File: src/design/qdr_pkg.sv
`default_nettype none

package qdr_pkg;

    // datagram layout
    localparam int ID_BYTES        = 20;
    localparam int MIN_PAYLOAD     = 32;
    localparam int UDP_HDR         = 8;
    localparam int LEN_OFFSET      = 5;
    localparam int LONG_ID_OFFSET  = 6;
    localparam int SHORT_ID_OFFSET = 1;
    localparam int ID_LEN_MIN      = 8;
    localparam int ID_LEN_MAX      = 20;
    localparam int ID_IDX_W        = $clog2(ID_BYTES);
    localparam int CNT_W           = 6;
    localparam int TOTAL_W         = CNT_W + 1;

    localparam logic [CNT_W-1:0] COUNT_MAX      = '1;
    localparam logic [3:0]       INITIAL_NIBBLE = 4'hC;
    localparam logic [7:0]       ROUTE_MARK     = 8'd1;

    // result status codes
    typedef enum logic [1:0] {
        ST_OK           = 2'd0,
        ST_TOO_SHORT    = 2'd1,
        ST_NOT_LOADABLE = 2'd2,
        ST_BAD_LEN      = 2'd3
    } t_status;

    typedef logic [ID_BYTES-1:0][7:0] t_id;

    // per-datagram summary handed from parser to router
    typedef struct packed {
        t_status               status;
        logic [7:0]            first_byte;
        logic [ID_IDX_W-1:0]   id_length;
        t_id                   id;
    } t_desc;

endpackage

`default_nettype wire

File: src/design/qdr_in_if.sv
`default_nettype none

interface qdr_in_if;
    logic       valid;
    logic       ready;
    logic [7:0] data_byte;
    logic       last_byte;

    modport source (output valid, output data_byte, output last_byte, input ready);
    modport sink   (input valid, input data_byte, input last_byte, output ready);
endinterface

`default_nettype wire

File: src/design/qdr_out_if.sv
`default_nettype none

interface qdr_out_if;
    logic        valid;
    logic        ready;
    logic [1:0]  status;
    logic        long_header;
    logic        initial_packet;
    logic [4:0]  id_length;
    logic [63:0] id_bytes_high;
    logic [63:0] id_bytes_middle;
    logic [31:0] id_bytes_low;
    logic        route_by_app;
    logic [7:0]  app_number;
    logic [15:0] route_cookie;

    modport source (
        output valid, output status, output long_header, output initial_packet,
        output id_length, output id_bytes_high, output id_bytes_middle,
        output id_bytes_low, output route_by_app, output app_number,
        output route_cookie, input ready
    );
    modport sink (
        input valid, input status, input long_header, input initial_packet,
        input id_length, input id_bytes_high, input id_bytes_middle,
        input id_bytes_low, input route_by_app, input app_number,
        input route_cookie, output ready
    );
endinterface

`default_nettype wire

File: src/design/qdr_front.sv
`default_nettype none

module qdr_front import qdr_pkg::*; (
    input  wire logic  i_clk,
    input  wire logic  i_rst_n,
    qdr_in_if.sink     i_in,
    input  wire logic  i_full,
    output logic       o_push,
    output t_desc      o_desc
);

    logic [CNT_W-1:0]    r_count, n_count;
    logic [7:0]          r_first, n_first;
    logic [7:0]          r_len, n_len;
    t_id                 r_id, n_id;

    logic                acc;
    logic                active;
    logic [CNT_W-1:0]    p;
    logic [CNT_W-1:0]    long_off;
    logic [CNT_W-1:0]    short_off;
    logic                wr_id;
    logic [ID_IDX_W-1:0] wr_idx;
    logic [7:0]          first_eff;
    logic [7:0]          len_eff;
    logic [TOTAL_W-1:0]  total;
    logic                is_long;
    t_status             status;

    assign i_in.ready = !i_full;
    assign acc        = i_in.valid && !i_full;

    // byte position decode
    always_comb begin
        p         = r_count - CNT_W'(UDP_HDR);
        active    = (r_count != COUNT_MAX) && (r_count >= CNT_W'(UDP_HDR));
        long_off  = p - CNT_W'(LONG_ID_OFFSET);
        short_off = p - CNT_W'(SHORT_ID_OFFSET);
        wr_id     = 1'b0;
        wr_idx    = '0;
        if (active && p != '0) begin
            if (r_first[7]) begin
                wr_id  = (p >= CNT_W'(LONG_ID_OFFSET)) && (long_off < CNT_W'(ID_BYTES));
                wr_idx = long_off[ID_IDX_W-1:0];
            end else begin
                wr_id  = (p >= CNT_W'(SHORT_ID_OFFSET)) && (short_off < CNT_W'(ID_BYTES));
                wr_idx = short_off[ID_IDX_W-1:0];
            end
        end
    end

    // capture values including the current beat
    always_comb begin
        first_eff = (active && p == '0) ? i_in.data_byte : r_first;
        len_eff   = (active && p == CNT_W'(LEN_OFFSET)) ? i_in.data_byte : r_len;
        n_id      = r_id;
        if (acc && wr_id) begin
            n_id[wr_idx] = i_in.data_byte;
        end
    end

    // datagram checks
    always_comb begin
        total   = {1'b0, r_count} + TOTAL_W'(1);
        is_long = first_eff[7];
        if (total < TOTAL_W'(MIN_PAYLOAD)) begin
            status = ST_TOO_SHORT;
        end else if (total < TOTAL_W'(MIN_PAYLOAD + UDP_HDR)) begin
            status = ST_NOT_LOADABLE;
        end else if (is_long && (len_eff < 8'(ID_LEN_MIN) || len_eff > 8'(ID_LEN_MAX))) begin
            status = ST_BAD_LEN;
        end else begin
            status = ST_OK;
        end
        o_desc.status     = status;
        o_desc.first_byte = first_eff;
        o_desc.id_length  = is_long ? len_eff[ID_IDX_W-1:0] : '0;
        o_desc.id         = n_id;
        o_push            = acc && i_in.last_byte;
    end

    // next state of counters and capture registers
    always_comb begin
        n_count = r_count;
        n_first = r_first;
        n_len   = r_len;
        if (acc) begin
            if (i_in.last_byte) begin
                n_count = '0;
                n_first = '0;
                n_len   = '0;
            end else begin
                n_first = first_eff;
                n_len   = len_eff;
                if (r_count != COUNT_MAX) begin
                    n_count = r_count + CNT_W'(1);
                end
            end
        end
    end

    always_ff @(posedge i_clk) begin
        if (!i_rst_n) begin
            r_count <= '0;
            r_first <= '0;
            r_len   <= '0;
        end else begin
            r_count <= n_count;
            r_first <= n_first;
            r_len   <= n_len;
        end
    end

    // id store holds no reset value
    always_ff @(posedge i_clk) begin
        r_id <= n_id;
    end

    // counter clears after the last beat
    a_count_clear: assert property (@(posedge i_clk) disable iff (!i_rst_n)
        acc && i_in.last_byte |=> r_count == '0 && r_first == '0 && r_len == '0)
        else $error("byte counter not cleared after last beat");

    // counter holds at saturation
    a_count_sat: assert property (@(posedge i_clk) disable iff (!i_rst_n)
        acc && !i_in.last_byte && r_count == COUNT_MAX |=> r_count == COUNT_MAX)
        else $error("byte counter left saturation");

endmodule

`default_nettype wire

File: src/design/qdr_queue.sv
`default_nettype none

module qdr_queue import qdr_pkg::*; (
    input  wire logic  i_clk,
    input  wire logic  i_rst_n,
    input  wire logic  i_push,
    input  wire t_desc i_desc,
    output logic       o_full,
    output logic       o_valid,
    output t_desc      o_desc,
    input  wire logic  i_pop
);

    t_desc       r_mem [2];
    logic        r_wptr, n_wptr;
    logic        r_rptr, n_rptr;
    logic [1:0]  r_cnt, n_cnt;

    assign o_full  = (r_cnt == 2'd2);
    assign o_valid = (r_cnt != 2'd0);
    assign o_desc  = r_mem[r_rptr];

    // pointer and fill update
    always_comb begin
        n_wptr = r_wptr ^ i_push;
        n_rptr = r_rptr ^ (i_pop && o_valid);
        n_cnt  = r_cnt + {1'b0, i_push} - {1'b0, i_pop && o_valid};
    end

    always_ff @(posedge i_clk) begin
        if (!i_rst_n) begin
            r_wptr <= 1'b0;
            r_rptr <= 1'b0;
            r_cnt  <= 2'd0;
        end else begin
            r_wptr <= n_wptr;
            r_rptr <= n_rptr;
            r_cnt  <= n_cnt;
        end
    end

    always_ff @(posedge i_clk) begin
        if (i_push) begin
            r_mem[r_wptr] <= i_desc;
        end
    end

    a_no_overflow: assert property (@(posedge i_clk) disable iff (!i_rst_n)
        !(i_push && o_full && !i_pop))
        else $error("push into full queue");

    a_cnt_range: assert property (@(posedge i_clk) disable iff (!i_rst_n)
        r_cnt != 2'd3)
        else $error("queue fill out of range");

    a_ptr_match: assert property (@(posedge i_clk) disable iff (!i_rst_n)
        (r_cnt == 2'd0 || r_cnt == 2'd2) |-> r_wptr == r_rptr)
        else $error("queue pointers disagree with fill");

endmodule

`default_nettype wire

File: src/design/qdr_back.sv
`default_nettype none

module qdr_back import qdr_pkg::*; (
    input  wire logic  i_clk,
    input  wire logic  i_rst_n,
    input  wire logic  i_valid,
    input  wire t_desc i_desc,
    output logic       o_pop,
    qdr_out_if.source  o_out
);

    logic        r_valid, n_valid;
    t_status     r_status;
    logic        r_long, r_init;
    logic [4:0]  r_idlen;
    logic [63:0] r_high, r_mid;
    logic [31:0] r_low;
    logic        r_by_app;
    logic [7:0]  r_app;
    logic [15:0] r_cookie;

    logic        ok;
    logic        vis;
    logic        is_long;
    t_id         id;
    logic [15:0] cookie;
    logic        n_by_app;
    logic [7:0]  n_app;
    logic [15:0] n_cookie;
    logic [63:0] n_high, n_mid;
    logic [31:0] n_low;

    assign o_pop   = i_valid && (!r_valid || o_out.ready);
    assign n_valid = o_pop || (r_valid && !o_out.ready);

    // id masking and route choice
    always_comb begin
        ok      = (i_desc.status == ST_OK);
        vis     = ok || (i_desc.status == ST_BAD_LEN);
        is_long = i_desc.first_byte[7];
        for (int i = 0; i < ID_BYTES; i++) begin
            if (!ok || (is_long && ID_IDX_W'(i) >= i_desc.id_length)) begin
                id[i] = 8'd0;
            end else begin
                id[i] = i_desc.id[i];
            end
        end
        cookie   = {id[1], id[2]};
        n_by_app = 1'b0;
        n_app    = 8'd0;
        n_cookie = 16'd0;
        if (ok) begin
            if (id[0] == ROUTE_MARK) begin
                n_cookie = cookie;
                if (cookie == 16'd0) begin
                    n_by_app = 1'b1;
                    n_app    = id[4];
                end
            end else begin
                n_by_app = 1'b1;
            end
        end
        n_high = {id[0], id[1], id[2], id[3], id[4], id[5], id[6], id[7]};
        n_mid  = {id[8], id[9], id[10], id[11], id[12], id[13], id[14], id[15]};
        n_low  = {id[16], id[17], id[18], id[19]};
    end

    always_ff @(posedge i_clk) begin
        if (!i_rst_n) begin
            r_valid <= 1'b0;
        end else begin
            r_valid <= n_valid;
        end
    end

    // result register
    always_ff @(posedge i_clk) begin
        if (o_pop) begin
            r_status <= i_desc.status;
            r_long   <= vis && is_long;
            r_init   <= vis && (i_desc.first_byte[7:4] == INITIAL_NIBBLE);
            r_idlen  <= ok ? i_desc.id_length : 5'd0;
            r_high   <= n_high;
            r_mid    <= n_mid;
            r_low    <= n_low;
            r_by_app <= n_by_app;
            r_app    <= n_app;
            r_cookie <= n_cookie;
        end
    end

    assign o_out.valid           = r_valid;
    assign o_out.status          = r_status;
    assign o_out.long_header     = r_long;
    assign o_out.initial_packet  = r_init;
    assign o_out.id_length       = r_idlen;
    assign o_out.id_bytes_high   = r_high;
    assign o_out.id_bytes_middle = r_mid;
    assign o_out.id_bytes_low    = r_low;
    assign o_out.route_by_app    = r_by_app;
    assign o_out.app_number      = r_app;
    assign o_out.route_cookie    = r_cookie;

    a_err_no_route: assert property (@(posedge i_clk) disable iff (!i_rst_n)
        r_valid && r_status != ST_OK |-> !r_by_app && r_app == 8'd0 && r_cookie == 16'd0)
        else $error("routing fields set on failed datagram");

    a_route_excl: assert property (@(posedge i_clk) disable iff (!i_rst_n)
        r_valid && r_cookie != 16'd0 |-> !r_by_app && r_app == 8'd0)
        else $error("cookie route mixed with app route");

endmodule

`default_nettype wire

File: src/design/quic_dcid_route_parser.sv
`default_nettype none

// each result passes the summary queue, then the result register, before it is offered
// throughput: one beat per cycle unless queue full; one result per cycle while ready
// a two-entry summary queue sits between the byte parser and the route stage
// reset (synchronous, active low) clears the byte counter, queue and output valid
// the connection id store is not reset; it is fully rewritten by every loadable datagram

module quic_dcid_route_parser import qdr_pkg::*; (
    input  wire logic  i_clk,
    input  wire logic  i_rst_n,
    qdr_in_if.sink     i_in,
    qdr_out_if.source  o_out
);

    logic  push;
    logic  full;
    logic  q_valid;
    logic  pop;
    t_desc f_desc;
    t_desc q_desc;

    qdr_front u_front (
        .i_clk   (i_clk),
        .i_rst_n (i_rst_n),
        .i_in    (i_in),
        .i_full  (full),
        .o_push  (push),
        .o_desc  (f_desc)
    );

    qdr_queue u_queue (
        .i_clk   (i_clk),
        .i_rst_n (i_rst_n),
        .i_push  (push),
        .i_desc  (f_desc),
        .o_full  (full),
        .o_valid (q_valid),
        .o_desc  (q_desc),
        .i_pop   (pop)
    );

    qdr_back u_back (
        .i_clk   (i_clk),
        .i_rst_n (i_rst_n),
        .i_valid (q_valid),
        .i_desc  (q_desc),
        .o_pop   (pop),
        .o_out   (o_out)
    );

endmodule

`default_nettype wire
File: src/flat_wrapper.sv
// flat-port wrapper written by rule: the top's interface ports become plain ports
module quic_dcid_route_parser_flat import qdr_pkg::*;
  (i_clk, i_rst_n, i_in_valid, i_in_data_byte, i_in_last_byte, i_in_ready, o_out_valid, o_out_status, o_out_long_header, o_out_initial_packet, o_out_id_length, o_out_id_bytes_high, o_out_id_bytes_middle, o_out_id_bytes_low, o_out_route_by_app, o_out_app_number, o_out_route_cookie, o_out_ready);
  qdr_in_if i_in_i ();
  qdr_out_if o_out_i ();
  input  wire logic i_clk;
  input  wire logic i_rst_n;
  input wire logic [$bits(i_in_i.valid)-1:0] i_in_valid;
  input wire logic [$bits(i_in_i.data_byte)-1:0] i_in_data_byte;
  input wire logic [$bits(i_in_i.last_byte)-1:0] i_in_last_byte;
  output wire logic [$bits(i_in_i.ready)-1:0] i_in_ready;
  output wire logic [$bits(o_out_i.valid)-1:0] o_out_valid;
  output wire logic [$bits(o_out_i.status)-1:0] o_out_status;
  output wire logic [$bits(o_out_i.long_header)-1:0] o_out_long_header;
  output wire logic [$bits(o_out_i.initial_packet)-1:0] o_out_initial_packet;
  output wire logic [$bits(o_out_i.id_length)-1:0] o_out_id_length;
  output wire logic [$bits(o_out_i.id_bytes_high)-1:0] o_out_id_bytes_high;
  output wire logic [$bits(o_out_i.id_bytes_middle)-1:0] o_out_id_bytes_middle;
  output wire logic [$bits(o_out_i.id_bytes_low)-1:0] o_out_id_bytes_low;
  output wire logic [$bits(o_out_i.route_by_app)-1:0] o_out_route_by_app;
  output wire logic [$bits(o_out_i.app_number)-1:0] o_out_app_number;
  output wire logic [$bits(o_out_i.route_cookie)-1:0] o_out_route_cookie;
  input wire logic [$bits(o_out_i.ready)-1:0] o_out_ready;
  assign i_in_i.valid = i_in_valid;
  assign i_in_i.data_byte = i_in_data_byte;
  assign i_in_i.last_byte = i_in_last_byte;
  assign i_in_ready = i_in_i.ready;
  assign o_out_valid = o_out_i.valid;
  assign o_out_status = o_out_i.status;
  assign o_out_long_header = o_out_i.long_header;
  assign o_out_initial_packet = o_out_i.initial_packet;
  assign o_out_id_length = o_out_i.id_length;
  assign o_out_id_bytes_high = o_out_i.id_bytes_high;
  assign o_out_id_bytes_middle = o_out_i.id_bytes_middle;
  assign o_out_id_bytes_low = o_out_i.id_bytes_low;
  assign o_out_route_by_app = o_out_i.route_by_app;
  assign o_out_app_number = o_out_i.app_number;
  assign o_out_route_cookie = o_out_i.route_cookie;
  assign o_out_i.ready = o_out_ready;
  quic_dcid_route_parser u_core (.i_clk(i_clk), .i_rst_n(i_rst_n), .i_in(i_in_i), .o_out(o_out_i));
endmodule
File: config.mk
export PLATFORM = sky130hd
export DESIGN_NAME = quic_dcid_route_parser_flat
export DESIGN_NICKNAME = d
export VERILOG_FILES = /design/src/design/qdr_pkg.sv /design/src/design/qdr_in_if.sv /design/src/design/qdr_out_if.sv /design/src/design/qdr_front.sv /design/src/design/qdr_queue.sv /design/src/design/qdr_back.sv /design/src/design/quic_dcid_route_parser.sv /design/src/flat_wrapper.sv
export SDC_FILE = /design/constraint.sdc
export NUM_CORES = 1
export LEC_CHECK = 0
export BUFFER_PORTS_ARGS = -buffer_cell sky130_fd_sc_hd__buf_4
export CAP_MARGIN = 20
export CORE_UTILIZATION = 54
export CTS_BUF_LIST = sky130_fd_sc_hd__clkbuf_16
export CTS_CLUSTER_SIZE = 16
export DETAILED_ROUTE_END_ITERATION = 10
export HOLD_SLACK_MARGIN = 0.1
export PLACE_DENSITY = 0.81
export SKIP_CTS_REPAIR_TIMING = 1
export SYNTH_ARGS = -nofsm -noshare
export SYNTH_HDL_FRONTEND = slang
export SYNTH_SLANG_ARGS = --single-unit
File: constraint.sdc
create_clock -name i_clk -period 9.8 [get_ports i_clk]
set_clock_uncertainty 0.05 [all_clocks]
set_input_delay 0 -clock i_clk [delete_from_list [all_inputs] [get_ports i_clk]]
set_output_delay 0 -clock i_clk [all_outputs]
set_load 0.005 [all_outputs]
Word-level counts from Yosys, hierarchy flattened
Memory sizes are Yosys's and may differ from the RTL's. A register that Yosys moved wholly into a read port is not among the register bits.
Index checks and enable logic that the tools add are counted.
{ "word_totals": {"register_bits": 381, "ram_bits": 350, "inputBits": 13, "out_inout_bits": 196, "wordCells": 198, "memories": 1} }
{ "mem_list": {"columns": ["memory", "words", "word_bits", "read_ports", "rd_ports_with_merged_regs", "wr", "line_no", "rtl"], "rows": [
  ["u_core.u_queue.r_mem", 2, 175, 1, 1, 1, "qdr_queue.sv:14", "t_desc r_mem [2];"]
]} }
{ "classes": {"n_addsub": 7, "magnitude_cmp": 31, "n_eq_ne": 6, "mux": 27, "bitwise": 2, "n_reduce_logical": 73} }
{ "op_table": {"columns": ["op", "n"], "rows": [
  ["bitwise mux 160 bit", 1],
  ["two-way mux 160 bit", 1],
  ["two-way mux 8 bit", 9],
  ["demux 8 bit (select 5 bit)", 1],
  [">= comparator 4 x 5 -> 1 bit, first input constant", 8],
  ["logical AND 1 bit", 36],
  ["logical OR 1 bit", 24],
  [">= comparator 3 x 5 -> 1 bit, first input constant", 4],
  [">= comparator 5 bit, first input constant", 4],
  ["logical NOT 16 bit", 1],
  ["two-way mux 5 bit", 3],
  ["less-than comparator 7 x 6 -> 1 bit, second input constant", 2],
  ["less-than comparator 6 x 5 -> 1 bit, second input constant", 2],
  ["two-way mux 6 bit", 2],
  [">= comparator 1 x 5 -> 1 bit, first input constant", 2],
  [">= comparator 2 x 5 -> 1 bit, first input constant", 2],
  ["equality test 8 x 1 -> 1 bit, second input constant", 1],
  ["greater-than comparator 8 x 5 -> 1 bit, second input constant", 1],
  ["less-than comparator 8 x 4 -> 1 bit, second input constant", 1],
  ["adder 6 x 1 -> 7 bit, second input constant", 1],
  ["two-way mux 1 bit", 7],
  ["adder 6 x 1 -> 6 bit, second input constant", 1],
  ["equality test 6 x 3 -> 1 bit, second input constant", 1],
  [">= comparator 6 x 1 -> 1 bit, second input constant", 1],
  ["other kinds (21)", 30]
]} }

Depth between registers and ports, before layout
Gate-level depths: netlist of run 1.
{ "logic_depth": {"word_depth": 10, "mapped_depth": 14, "ltp_nobuf": 9} }

Hierarchy
From an unflattened synthesis of run 1, not the netlist that was laid out.
{ "unflattened": {"hier_cells": 1603, "area_unflattened_um2": 27657.8} }
{ "modules_own_cells": {"columns": ["mod", "n_inst", "cells_per_inst", "area_each_um2", "seq_area_each_um2"], "rows": [
  ["qdr_queue", 1, 567, 12927.4, 10610.2],
  ["qdr_back", 1, 453, 7503.4, 5845.6],
  ["qdr_front", 1, 583, 7226.9, 3643.5]
]} }

Least setup slack after synthesis of run 1
No wires, ideal clock.
{ "synth_timing": {"kind": "register to register", "from": "register u_core.u_queue.r_cnt[1]", "to": "register u_core.u_queue.r_cnt[1]", "setup_time_ns": 0.115, "arrival_ns": 10.338, "t_required_ns": 9.635, "path_slack_ns": -0.703, "stages_incl_launch_ff": 9, "path_buffers": 0, "period_less_slack_ns": 10.503, "cell_sequence": "dfxtp_1 > nor2_1 > nor2_1 > ha_1 > inv_1 > ha_1 > xnor2_1 > xnor2_1 > and2_1"} }
{ "synth_via": {"word_cells_on_any_way": 9, "cone_classes": "add/sub: 2; eq/ne: 1; reduce/logical: 6"} }
{ "synth_lines": {"columns": ["item", "line_no", "rtl"], "rows": [
  ["start: declaration", "qdr_queue.sv:17", "logic [1:0] r_cnt, n_cnt;"],
  ["start signal: assignment", "qdr_queue.sv:38", "r_cnt <= n_cnt;"],
  ["nonzero test 2 bit", "qdr_queue.sv:20", "assign o_valid = (r_cnt != 2'd0);"],
  ["logical AND 1 bit", "qdr_back.sv:33", "assign o_pop = i_valid && (!r_valid || o_out.ready);"],
  ["named net u_core.pop", "quic_dcid_route_parser.sv:19", "logic pop;"],
  ["logical AND 1 bit", "qdr_queue.sv:27", "n_cnt = r_cnt + {1'b0, i_push} - {1'b0, i_pop && o_valid};"],
  ["subtractor 2 x 1 -> 2 bit", "qdr_queue.sv:27", null]
]} }
The timed path passes the listed nets, and every way through them passes these cells.
A chain may end at the register's enable or synchronous reset.

==> results of run 1 <==
worst max path at each step:
stage	startpoint	to	depth (start not counted)
floorplan	u_core.u_back.o_out.valid	u_core.u_queue.r_cnt[1]	8
global placement	register	u_core.u_back.o_out.app_number[5]	6
detailed placement	register	u_core.u_back.o_out.app_number[6]	7
CTS	register	u_core.u_back.o_out.app_number[6]	7
global route	register	u_core.u_back.o_out.app_number[2]	8
finish	register	u_core.u_back.o_out.app_number[6]	8
worst register-to-register path, stage by stage, from the launching register on:
cell,delay [ns]
dfxtp_4,0.84
buf_4,0.85
mux2i_1,0.49
ha_1,0.67
o31ai_1,0.17
clkbuf_4,0.22
a211o_1,0.49
or2_2,0.47
nor3_1,0.19
report_power, final:
group | switching (mW) | total (mW) | internal [mW]
registers | 0.200 | 4.05 | 3.85
logic | 0.813 | 1.45 | 0.641
clock network | 1.09 | 2.61 | 1.52
Yosys cell counts (8+ instances only):
cell type and count:
edfxtp_1 536, dfxtp_1 184, nor2_1 183, mux2i_1 169
mux2_2 167, clkbuf_1 34, nand2_1 34, nor3_1 32
a21oi_1 22, nor2b_1 22, buf_2 18, inv_1 18
ha_1 15, nor4_1 15, a22oi_1 13, and2_1 12
nand2b_1 9, nand3_1 9, o21ai_0 9, buf_1 8
through the flow:
stage	std cells	cell area (um2)	hold slack [ns]	worst slack (ns)	util (%)
floorplan	1622	26500	0.0782	2.84	-
global placement	2391	28600	0.317	5.27	59.6
detailed placement	2392	28700	0.326	5.12	59.6
CTS	2519	30900	-0.289	5.06	64.3
global route	2535	31100	0.152	4.91	64.6
finish	2535	31100	0.126	5.18	64.6
cell usage in the layout (no fill, tap or decap), types with 12 or more instances in the layout:
| cell type | Yosys | routed |
|---|---|---|
| mux2i_1 | 169 | 169 |
| and2_1 | 12 | 12 |
| inv_1 | 18 | 33 |
| mux2_2 | 167 | 167 |
| buf_4 | 1 | 221 |
| nor3_1 | 32 | 32 |
| nor2b_1 | 22 | 22 |
| nor2_1 | 183 | 182 |
| ha_1 | 15 | 13 |
| edfxtp_1 | 536 | 536 |
| nand2_1 | 34 | 34 |
| dfxtp_1 | 184 | 183 |
| dlygate4sd3_1 | 0 | 12 |
| a21oi_1 | 22 | 22 |
| clkinv_2 | 0 | 12 |
| clkbuf_16 | 0 | 72 |
| clkinv_1 | 0 | 14 |
| nor4_1 | 15 | 15 |
| a22oi_1 | 13 | 13 |
cell type report:
| cell class | instances | area [um2] |
|---|---|---|
| sequential | 720 | 19800 |
| fill | 3343 | 17000 |
| multi-input combinational | 819 | 6380 |
| timing repair buffer | 236 | 1800 |
| clock buffer | 72 | 1800 |
| tap | 615 | 769 |
| clock inverter | 55 | 445 |
| inverter | 18 | 67.6 |
sequential cells by signal, summed over array words and instances, names as in the netlist, named ones only:
register / flops
u_core.u_queue.r_cnt: 2
u_core.u_queue.r_wptr: 1
u_core.u_back.o_out.long_header: 1
u_core.u_back.o_out.initial_packet: 1
u_core.u_back.o_out.id_bytes_low: 32
u_core.u_back.o_out.route_cookie: 16
u_core.u_queue.r_mem: 342
u_core.u_back.o_out.id_bytes_middle: 64
u_core.u_queue.r_rptr: 1
u_core.u_back.o_out.valid: 1
u_core.u_front.r_first: 4
u_core.u_back.o_out.id_bytes_high: 64
u_core.u_back.o_out.app_number: 8
u_core.u_back.o_out.id_length: 5
u_core.u_front.r_len: 8
u_core.u_front.r_count: 6
u_core.u_back.o_out.route_by_app: 1
u_core.u_front.r_id: 160
u_core.u_back.o_out.status: 2
metal layers:
metal  up-vias  global-route usage [%]  share of wire (%)
met2       438                    37.5                 51
met4         0                    6.89                2.2
met1      7216                    28.9                 42
met3        81                    3.48                5.4
met5         -                       0                  0
li1       6564                       -                  -
kinds of logic after synthesis:
family | Yosys count
muxes | 336
adders and majority gates | 15
DFF | 720
AOI/OAI and AO/OA | 102
xor gates and xnor gates | 9
and+or+nand+nor | 357
buffers and inverters | 83
==> qor.txt, run 1 <==
==========================================================================================
Hold/Removal Path Class                                                       primary input to register
Synthesized-area fraction occupied by xor and xnor cells                            0.369%
Sequential cell area fraction in the yosys report                                    74.7%
Drt via density                                                                       5.64
Top post-synthesis cells by area                                              edfxtp_1, dfxtp_1, mux2_2, mux2i_1, nor2_1
Wire length of the first global-routing pass                                       82.8 mm
Number of violations reported at the end of detailed-routing iteration 0              1097
Fin crit period                                                                    4.62 ns
Detailed-route DRC error count                                                           0
Remaining antenna violation count after routing                                          0
Max-slew headroom                                                                    34.1%
Endpoint type of the worst setup path                                             register
Number of nets in the synthesized netlist                                             1650
Clock latency reported for the late side of the worst-skew pair                    0.59 ns
Startpoint class of the critical path                                             register
Library cell occupying the most area in the post-synthesis netlist                edfxtp_1
Total core area                                                                  48000 um2
WL final                                                                           55.1 mm
Synthesized-area fraction occupied by ao, oa, aoi and oai cells                      2.76%
Number of sinks on the clock net                                                       720
IO Port Bufs                                                                           208
Remaining Overflow, GRT                                                                  0
Post-layout total power                                                            8.11 mW
Run status                                                                    finished, final reports clean
Syn. warnings                                                                            0
Ratio of total power to cell area                                               261 nW/um2
Buffer levels on the longest clock path                                                  3
Worst Min Path Start                                                           o_out_ready
Share of synthesized cell area in full adder, half adder and majority cells         0.709%
Setup CP Type                                                                 register to register
CP max stage cell                                                                  dfxtp_4
Number of cells on the worst hold path                                                   7
Detailed placer's ending HPWL                                                      33.6 mm
Fin nets                                                                              1892
Syn Std Cell Area                                                                26500 um2
Reg clk slew, reported paths                                                       0.06 ns
Average cell area after synthesis                                                 16.3 um2
Global routing usage summed across all routing layers                                22.0%
Pins Over Slew Limit                                                                     0
Maximum cell stage delay along the critical path                                   0.84 ns
Cell family with the largest share of critical-path delay                     buffers and inverters
Placer Congestion                                                                    0.845
Cells along the critical path                                                 buf_4, mux2i_1, ha_1, o31ai_1, clkbuf_4, a211o_1, or2_2, nor3_1
Worst-margin pin slew                                                             0.981 ns
Crit path buffers/inverters                                                              2
Number of antenna violations at the first check in global routing                        1
Total clock buffers created by CTS                                                      69
Min-Delay Endpoint                                                            u_core.u_queue.r_cnt[0]
Fmax achieved                                                                      217 MHz
Vias in the first global route                                                       14.3k
Number of enable-type register cells in the synthesized netlist                        536
Instance count of the mapped netlist                                                  1622
Leakage power total                                                                11.7 nW
Number of placement rows                                                                80
Worst VDD drop                                                                  0.000249 V
Arrival time of the worst setup path                                               4.98 ns
Average wire per standard cell                                                     21.7 um
Max-cap viol count                                                                       0
Largest family of logic cells by synthesized area                             multiplexers
Post-synthesis simple-gate area fraction                                             6.62%
Flip-flop cell with the highest count after synthesis                             edfxtp_1
Multiplexer fraction of the synthesized cell area                                    13.5%
Die Area                                                                         49900 um2
H-tree Lvls                                                                              3
Endpoint required time on the critical path                                       10.16 ns
Flip-flop and latch count after synthesis                                              720
Highest net fanout along the worst path                                                 62
R2R Path End                                                                  u_core.u_back.o_out.app_number[6]
Via count                                                                            14.3k
Horizontal die dimension                                                            223 um
Setup tns final                                                                       0 ns
Setup-failing EPs final                                                                  0
Final Hold Violating Endpoints                                                           0
Internal reg-to-reg setup slack                                                    5.18 ns
Number of diodes added for antenna fixing                                                0
Tcrit/Tclk final                                                                     47.1%
Synth top area share                                                                 60.8%
IO Pins                                                                                209
Async S/R FF share, synth                                                               0%
FF-to-FF path depth                                                                      8
TritonCTS clock tree                                                                   yes
Maximum number of pins on one net before global-route repair                            71
Effective utilization at floorplan                                                   55.1%
Number of iterations in the first detailed-routing pass                                  5
Vert. Die Dim                                                                       223 um
Clk root buf                                                                     clkbuf_16
Setup repair after global routing missed its margin                                  false
Layout cell share with drive strength beyond 1                                       27.1%
Synth-to-Final Area Change                                                           17.3%
Count of unique library cells instantiated by Yosys                                     70
==========================================================================================
No activity file was read; power rests on OpenSTA's default activity.
==> run 2: changes to the inputs <==
Settings changed: CORE_UTILIZATION 54 to 55, PLACE_DENSITY 0.81 to 0.79.
Clock period 9.8 ns to 4.4 ns, I/O delays scaled along.
==> qor.txt, run 2 (same netlist as run 1, synthesis figures left out) <==
=======================================================================================
Hold/Removal Path Class                                                    primary input to register
Fin crit period                                                                 3.74 ns
Remaining antenna violation count after routing                                       0
Number of sinks on the clock net                                                    720
Final Hold Violating Endpoints                                                        0
Highest net fanout along the worst path                                              13
Critical Path Source                                                       u_core.u_front.r_count[0]
Max-cap viol count                                                                    0
Setup repair after global routing missed its margin                               false
Remaining Overflow, GRT                                                               0
Reg clk slew, reported paths                                                    0.06 ns
Clock network fraction of total power                                             32.2%
Number of iterations in the first detailed-routing pass                               5
Amount of wire on met2 after detailed routing                                   27.4 mm
Clock latency reported for the late side of the worst-skew pair                 0.59 ns
Area of combinational cells with multiple inputs                               6390 um2
Horizontal die dimension                                                         221 um
Largest regs                                                               u_core.u_queue.r_mem (342), u_core.u_front.r_id (160)
Design area                                                                   31300 um2
Most common library cell in the layout ignoring fill and taps                  edfxtp_1
Setup CP Type                                                              register to register
Arrival time of the worst setup path                                            4.02 ns
TritonCTS clock tree                                                                yes
Buffer levels on the longest clock path                                               3
WL final                                                                        54.6 mm
Tcrit/Tclk final                                                                  84.9%
Max-slew headroom                                                                 23.9%
Leakage power total                                                             11.8 nW
Largest register FFs                                                                342
Detailed-route DRC error count                                                        0
Wire length on met1                                                             23.2 mm
Global routing usage summed across all routing layers                             22.2%
Worst Min Path Start                                                        o_out_ready
Internal Power                                                                  13.4 mW
Routed length on met3                                                           2.67 mm
H-tree Lvls                                                                           3
Ratio of total power to cell area                                            578 nW/um2
Vias in the first global route                                                    14.3k
Maximum number of pins on one net before global-route repair                        127
Switching fraction of total power                                                 25.5%
Via count                                                                         14.2k
Number of violations reported at the end of detailed-routing iteration 0            978
Total clock buffers created by CTS                                                   70
IO Port Bufs                                                                        208
Inst Count DP                                                                      2412
Part of the power in combinational logic                                          18.2%
Layout cell share with drive strength beyond 1                                    27.6%
Fmax achieved                                                                   268 MHz
Worst-margin pin slew                                                           1.13 ns
Synth-to-Final Area Change                                                        18.1%
Detailed placer's ending HPWL                                                   33.0 mm
Net switching power of the design                                               4.60 mW
Setup-failing EPs final                                                               0
Top layer in use                                                                   met4
Area taken by flip-flops and latches                                          19800 um2
Average wire per standard cell                                                  21.4 um
Top register by number of flip-flops                                       u_core.u_queue.r_mem
Die Area                                                                      49000 um2
Worst VDD drop                                                               0.000929 V
Run status                                                                 finished, final reports clean
Number of diodes added for antenna fixing                                             0
Fill cell total of the finished layout                                             3263
Drt via density                                                                    5.57
Pins Over Slew Limit                                                                  0
Endpoint required time on the critical path                                     4.68 ns
Startpoint of the worst register-to-register path                          u_core.u_front.r_count[0]
Fin nets                                                                           1910
Vert. Die Dim                                                                    221 um
Number of placement rows                                                             80
Number of antenna violations at the first check in global routing                     2
IO Pins                                                                             209
Clk root buf                                                                  clkbuf_16
Effective utilization at floorplan                                                55.6%
Placer Congestion                                                                 0.865
Top library cells by usage in the layout, fill and taps aside              edfxtp_1, buf_4, nor2_1, dfxtp_1, mux2i_1
Endpoint type of the worst setup path                                          register
Number of standard cells in the final layout excluding fillers                     2551
Relative contribution of sequential cells to total power                          49.6%
Startpoint class of the critical path                                          register
Wire length of the first global-routing pass                                    82.3 mm
Placement Cell Area                                                           28900 um2
Total core area                                                               47600 um2
=======================================================================================
[run 2: cell count changes in the layout (fill, tap and decap cells not counted), moves of 2 or more]
| cell | previous run | this run |
|---|---|---|
| dfxtp_2 | 0 | 2 |
| buf_12 | 0 | 6 |
| inv_6 | 3 | 1 |
| inv_1 | 33 | 36 |
| clkinvlp_4 | 2 | 0 |
| dfxtp_1 | 183 | 181 |
| buf_4 | 221 | 234 |
[run 2: area by class of cell]
type	count	area share, %
sequential	720	63.3
multi-input combinational	819	20.4
clock buffer	73	5.84
tap	615	2.46
clock inverter	53	1.31
inverter	18	0.216
timing repair buffer	253	6.42
[run 2: power groups by stage]
stage / logic (mW) / registers [mW] / clock network, mW
2_1_floorplan: 1.50 / 9.14 / 0
3_3_place_gp: 3.24 / 9.07 / 0
3_5_place_dp: 3.31 / 9.10 / 0
4_1_cts: 3.33 / 8.97 / 5.91
5_1_grt: 3.54 / 9.05 / 6.16
6_report: 3.29 / 8.96 / 5.81
[run 2: path summary, 6_finish.rpt]
| check | end | slack, ns | cells after the start |
|---|---|---|---|
| setup / recovery | u_core.u_queue.r_mem[1][20] | 0.66 | 7 |
| hold / removal | u_core.u_back.o_out.id_bytes_high[5] | 0.11 | 4 |
| setup reg to reg | u_core.u_queue.r_mem[1][20] | 0.66 | 7 |
| hold reg to reg | u_core.u_front.r_id[70] | 0.43 | 1 |
[run 2: metrics by stage]
stage | power [mW] | setup WS, ns | TNS [ns] | util [%] | hold WS [ns]
6_report | 18.1 | 0.664 | 0 | 65.6 | 0.110
5_1_grt | 18.7 | 0.486 | 0 | 65.6 | 0.166
4_1_cts | 18.2 | 0.650 | 0 | 65.3 | -0.286
3_5_place_dp | 12.4 | 0.657 | 0 | 60.6 | 0.335
3_3_place_gp | 12.3 | 0.703 | 0 | 60.6 | 0.332
2_1_floorplan | 10.6 | -1.16 | -398.43 | - | 0.0782
[run 2: critical path: stages (launching register included)]
cell and delay [ns]:
dfxtp_1 0.58, inv_1 0.22, ha_1 0.28, nor2b_1 0.17, o311a_1 0.45, o41ai_2 0.69
nand3_1 0.57, mux2_2 0.47
[run 2: layer usage]
metal / track usage [%] / vias to the layer above
met5: 0 / -
met3: 3.39 / 77
met2: 37.4 / 421
met4: 8.17 / 0
li1: - / 6576
met1: 29.3 / 7142
==> run 3: changes to the inputs <==
Clock period 4.4 ns to 3.57 ns, I/O delays scaled along.
==> qor.txt, run 3 (same netlist as run 1, synthesis figures left out) <==
=======================================================================================
Fin crit period                                                                 3.46 ns
Worst path setup slack after routing                                           0.112 ns
Internal Power                                                                  16.3 mW
Remaining Overflow, GRT                                                               0
Clk root buf                                                                  clkbuf_16
Largest register FFs                                                                342
Total clock buffers created by CTS                                                   69
Buffer levels on the longest clock path                                               3
Placer Congestion                                                                 0.836
Fill cell total of the finished layout                                             3364
Average wire per standard cell                                                  21.0 um
IO Pins                                                                             209
Clock network fraction of total power                                             31.4%
Endpoint required time on the critical path                                     3.87 ns
Switching fraction of total power                                                 25.9%
Post-layout total power                                                         22.0 mW
Vert. Die Dim                                                                    221 um
Number of violations reported at the end of detailed-routing iteration 0            882
Setup tns final                                                                    0 ns
Net switching power of the design                                               5.70 mW
Startpoint class of the critical path                                          register
Final Hold Violating Endpoints                                                        0
Startpoint of the worst register-to-register path                          u_core.u_front.r_count[1]
Number of iterations in the first detailed-routing pass                               5
Fin nets                                                                           1922
Top register by number of flip-flops                                       u_core.u_queue.r_mem
Remaining antenna violation count after routing                                       0
Global routing usage summed across all routing layers                             22.0%
Total core area                                                               47600 um2
Setup-failing EPs final                                                               0
Internal reg-to-reg setup slack                                                 0.11 ns
Arrival time of the worst setup path                                            3.75 ns
Via count                                                                         14.1k
Worst-margin pin slew                                                          0.957 ns
Number of sinks on the clock net                                                    720
Detailed-route DRC error count                                                        0
Hold/Removal Path Class                                                    primary input to register
Setup repair after global routing missed its margin                                true
Drt via density                                                                    5.51
TritonCTS clock tree                                                                yes
Wire length of the first global-routing pass                                    81.6 mm
Number of cells on the worst hold path                                                4
Effective utilization at floorplan                                                55.6%
Detailed placer's ending HPWL                                                   32.9 mm
Max-slew headroom                                                                 36.2%
Min-Delay Endpoint                                                         u_core.u_back.o_out.id_bytes_high[4]
Worst Min Path Start                                                        o_out_ready
Max-cap viol count                                                                    0
Synth-to-Final Area Change                                                        18.0%
Endpoint type of the worst setup path                                          register
Worst slack at placement                                                       0.152 ns
Highest net fanout along the worst path                                               9
Leakage power total                                                             11.8 nW
Number of antenna violations at the first check in global routing                     2
Vias in the first global route                                                    14.3k
Top library cells by usage in the layout, fill and taps aside              edfxtp_1, buf_4, nor2_1, dfxtp_1, mux2i_1
Number of placement rows                                                             80
Largest regs                                                               u_core.u_queue.r_mem (342), u_core.u_front.r_id (160)
Ratio of total power to cell area                                            704 nW/um2
FF-to-FF path depth                                                                   8
Reg clk slew, reported paths                                                    0.07 ns
H-tree Lvls                                                                           3
R2R Path End                                                               u_core.u_queue.r_mem[0][11]
Fmax achieved                                                                   289 MHz
Pins Over Slew Limit                                                                  0
IO Port Bufs                                                                        208
Most common library cell in the layout ignoring fill and taps                  edfxtp_1
Clock latency reported for the late side of the worst-skew pair                 0.60 ns
Horizontal die dimension                                                         221 um
Number of diodes added for antenna fixing                                             0
WL final                                                                        53.8 mm
Maximum number of pins on one net before global-route repair                        127
Die Area                                                                      49000 um2
Relative contribution of sequential cells to total power                          49.9%
Part of the power in combinational logic                                          18.8%
Tcrit/Tclk final                                                                  96.9%
Layout cell share with drive strength beyond 1                                    28.0%
Setup CP Type                                                              register to register
Run status                                                                 finished, final reports clean
Worst VDD drop                                                               0.000858 V
=======================================================================================
## run 3: power by group through the flow
stage | combinational, mW | sequential (mW) | clock (mW)
floorplan | 1.85 | 11.2 | 0
global placement | 4.09 | 11.1 | 0
detailed placement | 4.17 | 11.1 | 0
CTS | 4.18 | 11.0 | 7.04
global route | 4.43 | 11.1 | 7.34
finish | 4.13 | 11.0 | 6.90
## run 3: worst max path at each step
stage,startpoint,to,cells after the start
after floorplan,u_core.u_back.o_out.valid,u_core.u_queue.r_cnt[1],8
after global placement,u_core.u_front.r_count[4],u_core.u_queue.r_mem[0][108],7
after detailed placement,u_core.u_front.r_count[4],u_core.u_queue.r_mem[1][107],8
after CTS,u_core.u_front.r_count[4],u_core.u_queue.r_mem[0][111],8
after global routing,u_core.u_front.r_count[1],u_core.u_queue.r_mem[1][25],8
final,u_core.u_front.r_count[1],u_core.u_queue.r_mem[0][11],8
## run 3: area by class of cell
| type | instances | area (um2) | area share (%) |
|---|---|---|---|
| Clock buffer | 71 | 1780 | 5.69 |
| Multi-Input combinational cell | 819 | 6400 | 20.5 |
| Sequential cell | 720 | 19800 | 63.3 |
| Tap cell | 615 | 769 | 2.46 |
| Clock inverter | 56 | 364 | 1.17 |
| Timing Repair Buffer | 266 | 2090 | 6.69 |
| Inverter | 18 | 67.6 | 0.216 |
## run 3: worst max-delay path, stage by stage, from the launching register on
cell	delay [ns]
dfxtp_1	0.50
inv_1	0.16
ha_1	0.26
nor3b_1	0.16
o21ai_0	0.25
nand2b_1	0.16
o31ai_1	0.58
nand3_1	0.58
mux2_2	0.48
## run 3: per-stage QoR
step	utilization, %	instances	hold slack (ns)	cell area [um2]
4_1_cts	65.3	2552	-0.313	31100
3_5_place_dp	60.8	2425	0.332	29000
5_1_grt	65.6	2565	0.132	31300
3_3_place_gp	60.8	2425	0.314	29000
2_1_floorplan	-	1622	0.0782	26500
6_report	65.6	2565	0.0788	31300
## run 3: metal layers
layer	vias to the layer above	track usage [%]	share of wire, %
li1	6613	-	-
met1	7065	28.4	42
met2	379	37.3	51
met3	82	3.72	5.1
met4	0	8.44	2.5
met5	-	0	0
